[config.mk]
export PLATFORM = sky130hd
export DESIGN_NAME = tic_isqrt
export DESIGN_NICKNAME = d
export VERILOG_FILES = /design/src/design/triangle_incenter_unit_assert.svh /design/src/design/tic_pkg.sv /design/src/design/tic_isqrt.sv
export SDC_FILE = /design/constraint.sdc
export NUM_CORES = 2
export LEC_CHECK = 0
export ABC_AREA = 1
export ABC_CLOCK_PERIOD_IN_PS = 4000
export BUFFER_PORTS_ARGS = -buffer_cell sky130_fd_sc_hd__buf_4
export CAP_MARGIN = 0
export CORE_ASPECT_RATIO = 1.2
export CORE_MARGIN = 10
export CORE_UTILIZATION = 37
export DETAILED_ROUTE_END_ITERATION = 10
export GPL_TIMING_DRIVEN = 0
export PLACE_DENSITY = 0.58
export SYNTH_ARGS = -nofsm -noshare
export SYNTH_HDL_FRONTEND = slang
export SYNTH_SLANG_ARGS = --single-unit
[constraint.sdc]
create_clock -name i_clk -period 4 [get_ports i_clk]
set_input_delay 0.8 -clock i_clk [delete_from_list [all_inputs] [get_ports i_clk]]
set_output_delay 0.8 -clock i_clk [all_outputs]
set_load 0.01 [all_outputs]
[src/design/triangle_incenter_unit_assert.svh]
// ---------------------------------------------------------------------------
// Assertion macros for the triangle incenter unit
// Clocked on i_clk, quiet while i_rst_n is low.
// ---------------------------------------------------------------------------
`ifndef TRIANGLE_INCENTER_UNIT_ASSERT_SVH
`define TRIANGLE_INCENTER_UNIT_ASSERT_SVH

// same-cycle implication
`define TIC_ASSERT_NOW(lbl, ante, cons) \
    lbl: assert property (@(posedge i_clk) disable iff (!i_rst_n) (ante) |-> (cons)) \
        else $error("triangle_incenter_unit: same-cycle check failed");

// next-cycle implication
`define TIC_ASSERT_NEXT(lbl, ante, cons) \
    lbl: assert property (@(posedge i_clk) disable iff (!i_rst_n) (ante) |=> (cons)) \
        else $error("triangle_incenter_unit: next-cycle check failed");

`endif

[src/design/tic_pkg.sv]
// ---------------------------------------------------------------------------
// tic_pkg
// Widths and types shared by the incenter pipeline.
// ---------------------------------------------------------------------------
`default_nettype none
package tic_pkg;
    localparam int CW     = 24;          // coordinate width
    localparam int SQ_W   = 2 * CW;      // one squared difference
    localparam int V_W    = SQ_W + 1;    // dx^2 + dy^2
    localparam int RT_W   = 25;          // floor(sqrt(V)) < 2^24.5
    localparam int SQ_N   = RT_W;        // one root bit per stage
    localparam int REM_W  = RT_W * 2 + 1;// root remainder / trial width
    localparam int PER_W  = RT_W + 2;    // sum of three sides
    localparam int PROD_W = RT_W + CW;   // weight * coordinate
    localparam int DIV_N  = CW;          // quotient bits
    localparam int NUM_W  = PER_W + DIV_N; // weighted sum (fits 51 bits)

    localparam logic [CW-1:0] BIAS = {1'b1, {(CW-1){1'b0}}};

    typedef logic [CW-1:0] t_coord;

    typedef struct packed {
        t_coord ax;
        t_coord ay;
        t_coord bx;
        t_coord by;
        t_coord cx;
        t_coord cy;
    } t_tri;

    typedef struct packed {
        t_coord ax;
        t_coord ay;
        logic   deg;
    } t_side;
endpackage
`default_nettype wire

[src/design/tic_isqrt.sv]
// ---------------------------------------------------------------------------
// tic_isqrt
// Pipelined integer square root, one root bit per stage, rounded down.
// ---------------------------------------------------------------------------
`default_nettype none
module tic_isqrt
    import tic_pkg::*;
(
    input  wire              i_clk,
    input  wire              i_en,
    input  wire [REM_W-1:0]  i_val,
    output logic [RT_W-1:0]  o_root
);
    logic [RT_W-1:0]  s_root [0:SQ_N];
    logic [REM_W-1:0] s_rem  [0:SQ_N];
    logic [RT_W-1:0]  r_root [0:SQ_N-1];
    logic [REM_W-1:0] r_rem  [0:SQ_N-1];

    assign s_root[0] = '0;
    assign s_rem[0]  = i_val;

    for (genvar k = 0; k < SQ_N; k++) begin : g_stage
        localparam int B = SQ_N - 1 - k;
        logic [REM_W-1:0] n_trial;
        logic [REM_W-1:0] n_rem;
        logic [RT_W-1:0]  n_root;

        // (2r + 2^B) * 2^B, r holds only bits above B
        always_comb begin
            n_trial = (REM_W'(s_root[k]) << (B + 1)) + (REM_W'(1) << (2 * B));
            if (s_rem[k] >= n_trial) begin
                n_rem  = s_rem[k] - n_trial;
                n_root = s_root[k] | (RT_W'(1) << B);
            end else begin
                n_rem  = s_rem[k];
                n_root = s_root[k];
            end
        end

        always_ff @(posedge i_clk) begin
            if (i_en) begin
                r_rem[k]  <= n_rem;
                r_root[k] <= n_root;
            end
        end

        assign s_root[k+1] = r_root[k];
        assign s_rem[k+1]  = r_rem[k];
    end

    assign o_root = s_root[SQ_N];
endmodule
`default_nettype wire

Word level (Yosys, flattened, before mapping). Memory sizes are Yosys's and may differ from the RTL's. Index checks and enable logic that the tools add are counted. W data, S select, Z words.

Add/sub/neg operators: 49. Magnitude comparators: 25. Multiplexer cells: 52.

Operators with widths (number): $mux W51 (25); $ge A51 B27 Y1 (1); $ge A51 B28 Y1 (1); $ge A51 B29 Y1 (1); $ge A51 B30 Y1 (1); $ge A51 B31 Y1 (1); $ge A51 B32 Y1 (1); $ge A51 B33 Y1 (1); $ge A51 B34 Y1 (1); $ge A51 B35 Y1 (1); $ge A51 B36 Y1 (1); $ge A51 B37 Y1 (1); $ge A51 B38 Y1 (1); $ge A51 B39 Y1 (1); $ge A51 B40 Y1 (1); $ge A51 B41 Y1 (1); $ge A51 B42 Y1 (1); $ge A51 B43 Y1 (1); $ge A51 B44 Y1 (1); $ge A51 B45 Y1 (1); $ge A51 B46 Y1 (1); $ge A51 B47 Y1 (1); $ge A51 B48 Y1 (1); $ge A51 B49 Y1 (1); 76 further kinds (78).

Output and inout bits: 25. Register bits: 0. Bits in writable memories: 1900. Memories kept: 2. Input bits: 53. Logic and storage cells: 128.

Memory list: r_rem (words 25, width 51, rd ports 24, clocked after memory_dff 0, wr ports 25, line tic_isqrt.sv:17) `logic [REM_W-1:0] r_rem [0:SQ_N-1];`; r_root (words 25, width 25, rd ports 25, clocked after memory_dff 0, wr ports 25, line tic_isqrt.sv:16) `logic [RT_W-1:0] r_root [0:SQ_N-1];`.

Logic depth before layout (Yosys ltp). An unclocked memory read counts as a cell.

Word-level depth: 4. Mapped depth: 17. Gate-level depth less buffers: 16.

Least setup slack after synthesis. OpenSTA, ideal clock, no wires.

Kind: flip-flop to flip-flop. Start point: memory r_rem[1][138] (netlist bit). End point: memory r_rem[1][195] (netlist bit) (data pin). Data arrival time: 1.878 ns. Stages on the path, launching flop included: 11. Path slack: 1.869 ns. Path buffers: 1. Cells stage by stage: edfxtp_1 > ha_1 > a21oi_1 > o21ai_1 > nand2_1 > nand2_1 > a211oi_4 > nand2_4 > buf_6 > nand2_2 > nand2_1.

RTL lines (line): from (decl) (tic_isqrt.sv:17).

==> out/metrics.yaml <==
run_status: "finished clean"
syn_area_um2: 88620
grt_pass1_wl_um: 408200
antenna_found_initial: 1
start_kind: "register"
syn_inst: 10450
drive_gt1_share_pct: 5.522
fin_setup_tns_ns: 0
port_buffers: 77
timing.rr.end: "r_rem[2][141]$_DFFE_PP_"
cts-hold-fix-buffers: 0
syn_nets: 10860
h-tree-depth: 4
power.density_nw_per_um2: 512.2
numCtsBuffers: 174
p_leak_nw: 43.33
rr_worst_depth: 11
fillers: 24020
ys_types: 61
routed_wl_um: 274400
synth-simple-area-share_pct: 26.82
hp-class: "input port to register"
whs_path_depth: 1
hold_viol_final: 0
crit_slowest_cell: "nor2_1"
synth_top_family_by_area: "simple AND/OR/NAND/NOR gates"
wire_per_inst_um: 19.58
crit_fanout: 10
worst_ir_drop_vdd_mv: 0.4546
multiInputGateArea_um2: 35130
syn2layout_area_growth_pct: 11.72
drc_errors: 0
r2r_setup_slack_ns: 0.57
crit_top_cell: "nand2_1"
cp-startpoint: "r_root[2][42]$_DFFE_PP_"
yosysWarnings: 0
fin_cells: 14020
routed-via-count: 68830
hp-start: "i_val[10]"
holdPathEnd: "r_rem[0][10]$_DFFE_PP_"
hpwl_um: 224300
dieArea_um2: 259600
cts_setup_buffers: 0
cts_resized: 0
first_global_vias: 67610
clock_sinks: 1549
avgSynthCellArea_um2: 8.477
end_kind: "register"
maxCapViolCount: 0
hold_slack_ns: 0.1134
clockBufferDepth: 4
core_area_um2: 237900
r2r-start: "r_root[2][42]$_DFFE_PP_"
slew_viol_final: 0
cp_cell_sequence: "inv_1 -> ha_1 -> nand2_1 -> nor3_1 -> nand4_1 -> nor2_1 -> nand2_1 -> nand3_4 -> inv_2 -> buf_4 -> o21ai_0"
finClkSkew_ns: 0.1169
finalSetupViolCount: 0
synth_compound_area_share_pct: 4.795
die_w_um: 466.8
ys_ff_latch: 1549
synth_edf_count: 1549
grt-ovfl-total: 0
total_power_mw: 50.71
fmax_mhz: 291.8
fp.dieH_um: 556.1
ioPinCount: 78
path_class: "register to register"
place_area_um2: 93410
arrival_ns: 4.04
root_buffer: "clkbuf_16"
gp_congestion: 0.9552
fin_ws_ns: 0.5724
regArea_um2: 46510
finalCritPeriodShare_pct: 85.69
grt_max_degree: 201
synth_flop_cell: "edfxtp_1"
initial_utilization_pct: 37.26
via_per_inst: 4.911
placedCellCount: 13710
synth-async-reset-ratio_pct: 0
track_usage_pct: 20.46
nNetsFinal: 11120
synth_xor_area_share_pct: 3.103
fin_util_pct: 41.62
slew_headroom_pct: 26.58
synth_adder_area_share_pct: 4.913
worstPathRequired_ns: 4.61
path_clk_slew_ns: 0.07
rsz0062_at_grt: "false"
cp_num_buf_inv: 3
slowest_delay_ns: 0.57
finalInstanceArea_um2: 99010
ant_nets: 0
initialDrtViolationCount: 4923
pre_cts_slack_ns: -0.04988
crit_family: "simple AND/OR/NAND/NOR gates"
tightest_slew_ns: 1.101
ys_seq_area_share_pct: 52.49
insertion_delay_ns: 0.87
fin_crit_ns: 3.428
cts_tree: "yes"
rows: 196
synth.area.mux_share_pct: 0
first_pass_iters: 8
[layout by cell type, fill, tap and decap left out, types with 7 or more instances in the layout]
cell type / n
a21boi_0: 14
a21o_1: 14
a21oi_1: 396
a21oi_2: 28
and2_1: 13
buf_16: 9
buf_2: 31
buf_4: 95
buf_6: 29
bufinv_16: 17
clkbuf_1: 21
clkbuf_16: 176
clkinv_1: 31
clkinv_2: 29
clkinv_4: 9
clkinvlp_4: 15
edfxtp_1: 1549
ha_1: 348
inv_1: 1670
inv_2: 18
inv_6: 9
nand2_1: 3352
nand2_2: 28
nand3_1: 589
nand3b_1: 54
nand4_1: 212
nor2_1: 1139
nor2_2: 30
nor3_1: 128
nor3b_1: 7
nor4_1: 91
o211ai_1: 13
o21a_1: 8
o21ai_0: 179
o21ai_1: 59
o21ai_2: 12
o21bai_1: 20
or2_2: 25
xnor2_1: 138
xor2_1: 176
[state kept, by name, summed over array words and instances, names as in the netlist]
signal,count
r_rem,1224
r_root,325
[worst max-delay path by stage]
stage,end,slack [ns],cells past startpoint
after global placement,r_rem[5][193]$_DFFE_PP_,-11.55,1
after detailed placement,r_rem[2][111]$_DFFE_PP_,-0.05,4
after floorplan,r_rem[1][195]$_DFFE_PP_,1.87,10
after CTS,r_rem[2][141]$_DFFE_PP_,0.46,11
after global routing,r_rem[2][141]$_DFFE_PP_,0.47,11
final,r_rem[2][141]$_DFFE_PP_,0.57,11
[power by group]
part	switching, mW	leakage [nW]	internal (mW)
sequential	1.79	14.9	20.5
clock	6.61	2.71	9.19
combinational	8.64	25.7	4.02
[kinds of logic after synthesis]
group	Yosys count
compound gates	764
xor+xnor	314
fa+ha+maj	348
buf+inv	1773
flops	1549
simple gates	5706
[metal layers]
layer / wire length, µm / GRT usage (%) / vias up
li1: - / - / 34650
met1: 104700 / 22.74 / 32110
met2: 145000 / 38.73 / 1572
met3: 9656 / 1.837 / 501
met4: 15020 / 9.987 / 0
met5: 0 / 0 / -
[cells in the mapped netlist (all sizes together) (93+ instances only)]
cell       n  area [µm²]
xnor2    138        1209
inv     1688        6336
edfxtp  1549       46510
nand3    595        3015
a21oi    425        2243
nand4    213        1339
nor4      93       594.3
nor2    1175        4539
ha       348        4354
xor2     176        1541
nand2   3384       12800
o21ai    250        1296
nor3     132       675.7
[final cells by class]
type	instances	share of cell area, %
Sequential cell	1549	46.98
Multi-Input combinational cell	7132	35.48
Inverter	1690	6.407
Clock buffer	196	4.524
Tap cell	3168	4.003
Clock inverter	112	1.128
Timing Repair Buffer	85	0.8265
Buffer	83	0.6495
Antenna cell	2	0.005055
Note: power is estimated with default switching activity, not from simulation.
