## config.mk

```make
export PLATFORM = sky130hd
export DESIGN_NAME = tic_div
export DESIGN_NICKNAME = d
export VERILOG_FILES = /design/src/design/triangle_incenter_unit_assert.svh /design/src/design/tic_pkg.sv /design/src/design/tic_div.sv
export SDC_FILE = /design/constraint.sdc
export NUM_CORES = 2
export LEC_CHECK = 0
export BUFFER_PORTS_ARGS = -buffer_cell sky130_fd_sc_hd__buf_4
export CAP_MARGIN = 0
export CORE_MARGIN = 2
export CORE_UTILIZATION = 30
export DETAILED_ROUTE_END_ITERATION = 16
export MAX_ROUTING_LAYER = met4
export PLACE_DENSITY = 0.54
export SLEW_MARGIN = 5
export SYNTH_ARGS = -nofsm -noshare
export SYNTH_HDL_FRONTEND = slang
export SYNTH_SLANG_ARGS = --single-unit
```

## constraint.sdc

```tcl
create_clock -name i_clk -period 4.3 [get_ports i_clk]
set_clock_uncertainty 0.2 [all_clocks]
set_input_delay 0.43 -clock i_clk [delete_from_list [all_inputs] [get_ports i_clk]]
set_output_delay 0.43 -clock i_clk [all_outputs]
set_load 0.01 [all_outputs]
```

## src/design/triangle_incenter_unit_assert.svh

```systemverilog
// ---------------------------------------------------------------------------
// Assertion macros for the triangle incenter unit
// Clocked on i_clk, quiet while i_rst_n is low.
// ---------------------------------------------------------------------------
`ifndef TRIANGLE_INCENTER_UNIT_ASSERT_SVH
`define TRIANGLE_INCENTER_UNIT_ASSERT_SVH

// same-cycle implication
`define TIC_ASSERT_NOW(lbl, ante, cons) \
    lbl: assert property (@(posedge i_clk) disable iff (!i_rst_n) (ante) |-> (cons)) \
        else $error("triangle_incenter_unit: same-cycle check failed");

// next-cycle implication
`define TIC_ASSERT_NEXT(lbl, ante, cons) \
    lbl: assert property (@(posedge i_clk) disable iff (!i_rst_n) (ante) |=> (cons)) \
        else $error("triangle_incenter_unit: next-cycle check failed");

`endif

```

## src/design/tic_pkg.sv

```systemverilog
// ---------------------------------------------------------------------------
// tic_pkg
// Widths and types shared by the incenter pipeline.
// ---------------------------------------------------------------------------
`default_nettype none
package tic_pkg;
    localparam int CW     = 24;          // coordinate width
    localparam int SQ_W   = 2 * CW;      // one squared difference
    localparam int V_W    = SQ_W + 1;    // dx^2 + dy^2
    localparam int RT_W   = 25;          // floor(sqrt(V)) < 2^24.5
    localparam int SQ_N   = RT_W;        // one root bit per stage
    localparam int REM_W  = RT_W * 2 + 1;// root remainder / trial width
    localparam int PER_W  = RT_W + 2;    // sum of three sides
    localparam int PROD_W = RT_W + CW;   // weight * coordinate
    localparam int DIV_N  = CW;          // quotient bits
    localparam int NUM_W  = PER_W + DIV_N; // weighted sum (fits 51 bits)

    localparam logic [CW-1:0] BIAS = {1'b1, {(CW-1){1'b0}}};

    typedef logic [CW-1:0] t_coord;

    typedef struct packed {
        t_coord ax;
        t_coord ay;
        t_coord bx;
        t_coord by;
        t_coord cx;
        t_coord cy;
    } t_tri;

    typedef struct packed {
        t_coord ax;
        t_coord ay;
        logic   deg;
    } t_side;
endpackage
`default_nettype wire

```

## src/design/tic_div.sv

```systemverilog
// ---------------------------------------------------------------------------
// tic_div
// Pipelined restoring divider, one quotient bit per stage. Quotient must
// fit CW bits (numerator below den * 2^CW).
// ---------------------------------------------------------------------------
`default_nettype none
module tic_div
    import tic_pkg::*;
(
    input  wire              i_clk,
    input  wire              i_en,
    input  wire [NUM_W-1:0]  i_num,
    input  wire [PER_W-1:0]  i_den,
    output logic [CW-1:0]    o_quo,
    output logic             o_rem_nz
);
    logic [PER_W-1:0] s_rem [0:DIV_N];
    logic [DIV_N-1:0] s_low [0:DIV_N];
    logic [CW-1:0]    s_q   [0:DIV_N];
    logic [PER_W-1:0] s_den [0:DIV_N];
    logic [PER_W-1:0] r_rem [0:DIV_N-1];
    logic [DIV_N-1:0] r_low [0:DIV_N-1];
    logic [CW-1:0]    r_q   [0:DIV_N-1];
    logic [PER_W-1:0] r_den [0:DIV_N-1];

    assign s_rem[0] = i_num[NUM_W-1:DIV_N];
    assign s_low[0] = i_num[DIV_N-1:0];
    assign s_q[0]   = '0;
    assign s_den[0] = i_den;

    for (genvar k = 0; k < DIV_N; k++) begin : g_stage
        localparam int I = DIV_N - 1 - k;
        logic [PER_W:0]   n_t;
        logic [PER_W:0]   n_diff;
        logic [PER_W-1:0] n_rem;
        logic [CW-1:0]    n_q;

        always_comb begin
            n_t    = {s_rem[k], s_low[k][I]};
            n_diff = n_t - {1'b0, s_den[k]};
            if (n_t >= {1'b0, s_den[k]}) begin
                n_rem = n_diff[PER_W-1:0];
                n_q   = s_q[k] | (CW'(1) << I);
            end else begin
                n_rem = n_t[PER_W-1:0];
                n_q   = s_q[k];
            end
        end

        always_ff @(posedge i_clk) begin
            if (i_en) begin
                r_rem[k] <= n_rem;
                r_low[k] <= s_low[k];
                r_q[k]   <= n_q;
                r_den[k] <= s_den[k];
            end
        end

        assign s_rem[k+1] = r_rem[k];
        assign s_low[k+1] = r_low[k];
        assign s_q[k+1]   = r_q[k];
        assign s_den[k+1] = r_den[k];
    end

    assign o_quo    = s_q[DIV_N];
    assign o_rem_nz = (s_rem[DIV_N] != '0) && (s_low[DIV_N] == s_low[DIV_N]);
endmodule
`default_nettype wire

```

Word-level counts from Yosys, hierarchy flattened. Memories as Yosys holds them, arrays and structs flattened. Index checks and enable logic that the tools add are counted.

Register bits after elaboration: 0. Memories kept: 4. Bits in writable memories: 2448. Logic and storage cells: 103.

Memories: r_den (words 24, bits a word 27, read ports 23, clocked after Yosys merged registers in 0, wr ports 24, RTL line tic_div.sv:24) `logic [PER_W-1:0] r_den [0:DIV_N-1];`; r_rem (words 24, bits a word 27, read ports 24, clocked after Yosys merged registers in 0, wr ports 24, RTL line tic_div.sv:21) `logic [PER_W-1:0] r_rem [0:DIV_N-1];`; r_low (words 24, bits a word 24, read ports 23, clocked after Yosys merged registers in 0, wr ports 24, RTL line tic_div.sv:22) `logic [DIV_N-1:0] r_low [0:DIV_N-1];`; r_q (words 24, bits a word 24, read ports 24, clocked after Yosys merged registers in 0, wr ports 24, RTL line tic_div.sv:23) `logic [CW-1:0] r_q [0:DIV_N-1];`.

Order comparisons: 24. Muxes and demuxes: 50. Reduce and logical (&&, ||, !) cells: 1. Add/sub/neg operators: 24.

Operators by type and width (number): >= comparator 28 x 27 -> 1 bit (24); 2-to-1 mux 27 bit (24); subtractor 27 bit (24); nonzero test 27 bit (1); 2-to-1 mux 24 bit (1); 2-to-1 mux 23 bit (1); 2-to-1 mux 22 bit (1); 2-to-1 mux 21 bit (1); 2-to-1 mux 20 bit (1); 2-to-1 mux 19 bit (1); 2-to-1 mux 18 bit (1); 2-to-1 mux 17 bit (1); 2-to-1 mux 16 bit (1); 2-to-1 mux 15 bit (1); 2-to-1 mux 14 bit (1); 2-to-1 mux 13 bit (1); 2-to-1 mux 12 bit (1); 2-to-1 mux 11 bit (1); 2-to-1 mux 10 bit (1); 2-to-1 mux 9 bit (1); 2-to-1 mux 8 bit (1); 2-to-1 mux 7 bit (1); 2-to-1 mux 6 bit (1); 2-to-1 mux 5 bit (1); other kinds (4) (6).

Depth between registers and ports, before layout. An unclocked memory read counts as a cell.

Word-level depth: 3. Depth in mapped cells: 15.

Worst setup path after synthesis. OpenSTA, ideal clock, no wires.

Kind: register -> register. From: memory r_rem[2][82] in the netlist's numbering. To: memory r_rem[2][127] in the netlist's numbering, data pin. Arrival: 3.274 ns. Required time: 3.840 ns. Stages on the path, launching flop included: 12. Library setup time: 0.260 ns. Path slack: 0.566 ns. Path through: edfxtp_1 > ha_1 > nor2b_1 > o31a_1 > o41a_1 > or3b_1 > a31oi_2 > nand2_1 > a21o_1 > a211oi_4 > buf_6 > mux2_2.

RTL lines (RTL line): from (decl) (tic_div.sv:21).

==> impl_metrics.toml <==
[status]
outcome = "completed"

[synth]
synth_ff_type = "edfxtp_1"
yosysWarnings = 0
synthCells = 8209
syn-num-nets = 8961
ys_top_cells_by_area = "edfxtp_1, ha_1, a21oi_1, inv_1, mux2_2"
synth_edf_count = 1845
synthArstFlopShare_pct = 0
ys_ff_latch = 1845
synth_adder_area_share_pct = 8.84
yosysTopAreaCell = "edfxtp_1"
muxShareOfSynthArea_pct = 3.45
yosys.area_share.simple_pct = 8.50
synth_compound_area_share_pct = 13.5
synth.top_cell.area_share_pct = 57.0
ys_types = 83
postSynthAreaPerCell_um2 = 11.8
synth_top_family_by_area = "compound AO/OA/AOI/OAI gates"
synth_xor_area_share_pct = 4.76
seq_area_frac_synth_pct = 57.0
synth_area_um2 = 97100

[routing]
wl_mm = 223
routed-via-count = 62700
postRouteAntennaNets = 0
firstDrtPassIters = 5
via_per_inst = 4.79
drc_errors = 0
routedWlPerCell_um = 17.0
first_iter_violations = 3362

[setup_path]
timing.rr.end = "r_rem[2][111]"
path_class = "reg2reg"
slowest_stage = "or3b_1"
worst-path-buf-inv = 2
crit_family = "compound AO/OA/AOI/OAI gates"
cp.arrival_ns = 4.47
slowest_delay_ns = 0.46
required_ns = 4.73
crit_end = "r_rem[2][111]"
r2r_start = "r_low[2][75]"
crit_chain = "inv_1 > ha_1 > fa_1 > nor2b_1 > o31a_1 > o41a_1 > or3b_1 > a31oi_2 > nand2_1 > a21o_1 > a211oi_4 > buf_12 > mux2_2"
rrSetupSlack_ns = 0.26
path_depth = 13
cp-end-kind = "flip-flop"
rr_worst_depth = 13
critPathLaunch = "r_low[2][75]"
startpoint_type = "flip-flop"
worst-path-max-fanout = 23

[pwr]
netSwitchingFraction_pct = 36.2
switchingPower_mw = 30.7
clkPwrFrac_pct = 22.0
pwr-share-comb_pct = 44.1
pwr-share-seq_pct = 33.9
finalPower_mw = 84.7
cellLeakagePower_nw = 44.4
ir_drop_uv = 437
power.density_nw_per_um2 = 754
p_int_mw = 54.1

[grt]
gr-total-overflow = 0
grt_start_max_net_pins = 143
grt_pass1_wl_mm = 350
antenna_found_initial = 3
grt_pass1_vias = 64500
track_usage_pct = 13.5

[layout]
seq_area_um2 = 55400
fillers = 31500
design_area_um2 = 112000
multiInputGateArea_um2 = 38100
drive_gt1_share_pct = 10.2
nets = 9333
final_util_pct = 34.9
fin_cells = 13100
syn2layout_area_growth_pct = 15.7
layout_commonest_cell = "edfxtp_1"
most-common-layout-cells = "edfxtp_1, inv_1, a21oi_1"

[timing]
tightest_slew_ns = 0.862
slew_viol_final = 0
hold_ws_ns = 0.0961
relSlewSlack_pct = 42.0
min_period_ns = 4.04
min_period_over_period_pct = 93.9
worst_slack_ns = 0.261
setup_viol = 0
setup_tns_ns = 0
max_freq_mhz = 248
grt_setup_unrepaired = "no"
hold_violations = 0

[worst_hold_path]
min_path_type = "in2reg"

[floorplan]
die_w_um = 573
ios = 105
die_area_um2 = 328000
start_util_pct = 30.2
fp-row-count = 208
die_y_um = 573
core_area_um2 = 322000

[place]
gp_congestion = 0.919
placed_area_um2 = 104000
dpl_worst_slack_ns = 0.298
hpwl_mm = 164
dp_cells = 12600
io_buffers = 104

[clock_network]
cts_inserted_buffers = 220
clock_sinks = 1845
clk_latency_ns = 0.91
hold_buffers = 87
cts_root_buf = "clkbuf_16"
clk_path_buf_depth = 4
post-cts-setup-buffer-count = 0
cts.htree.levels = 4
cts_tree = "yes"
cts_resized = 0
clk_pin_slew_ns = 0.06

[job]
timing.max_cap.violations = 0
-- state kept, by name, summed over array words and instances, names as in the netlist --
register	flops
r_low	276
r_rem	648
r_q	300
r_den	621
-- layout make-up --
cell class | count | share of cell area (%)
clock inverter | 146 | 1.29
sequential | 1845 | 49.3
timing repair buffer | 340 | 2.88
inverter | 800 | 2.67
tap | 4305 | 4.79
antenna | 7 | 0.0156
clock buffer | 256 | 5.08
multi-input combinational | 5374 | 33.9
-- layer usage --
metal | wire length, um | vias to the layer above | track usage, %
met5 | 0 | - | -
met1 | 88200 | 29900 | 14.5
met4 | 12400 | 0 | 7.04
met2 | 114000 | 1141 | 24.3
met3 | 7680 | 557 | 1.75
li1 | - | 31000 | -
-- power by group through the flow --
stage | sequential [mW] | combinational, mW | clock (mW)
final | 28.7 | 37.4 | 18.6
after global routing | 29.1 | 41.6 | 20.0
after CTS | 28.8 | 37.4 | 19.4
after detailed placement | 29.1 | 37.0 | 0
after global placement | 29.1 | 36.5 | 0
after floorplan | 27.9 | 27.8 | 0
-- worst min path at each step --
stage	from	end	slack, ns	cells past startpoint
global route	i_num[1]	r_low[0][1]	0.04	2
finish	i_num[1]	r_low[0][1]	0.1	2
global placement	r_q[1][71]	r_q[1][95]	0.20	0
detailed placement	r_low[0][103]	r_low[0][127]	0.20	0
floorplan	r_low[0][76]	r_low[0][100]	0.20	0
CTS	i_num[1]	r_low[0][1]	0.0004	2
-- cell families (layout without fill, tap and decap cells) --
kind of cell / count (synthesis) / after routing
adders and majority gates: 672 / 672
xor gates and xnor gates: 528 / 528
other: 0 / 7
AOI/OAI and AO/OA: 2116 / 2116
muxes: 300 / 300
and+or+nand+nor: 1758 / 1758
buffers and inverters: 990 / 1542
DFF: 1845 / 1845
-- synth_stat cells, types with 170 or more instances --
cell,n
mux2_2,260
a21o_1,313
clkbuf_1,170
nand2_1,518
a21oi_1,717
inv_1,799
o21ai_0,455
xor2_1,214
nor2_1,510
edfxtp_1,1845
ha_1,648
xnor2_1,314
Note: power is estimated with default switching activity, not from simulation.
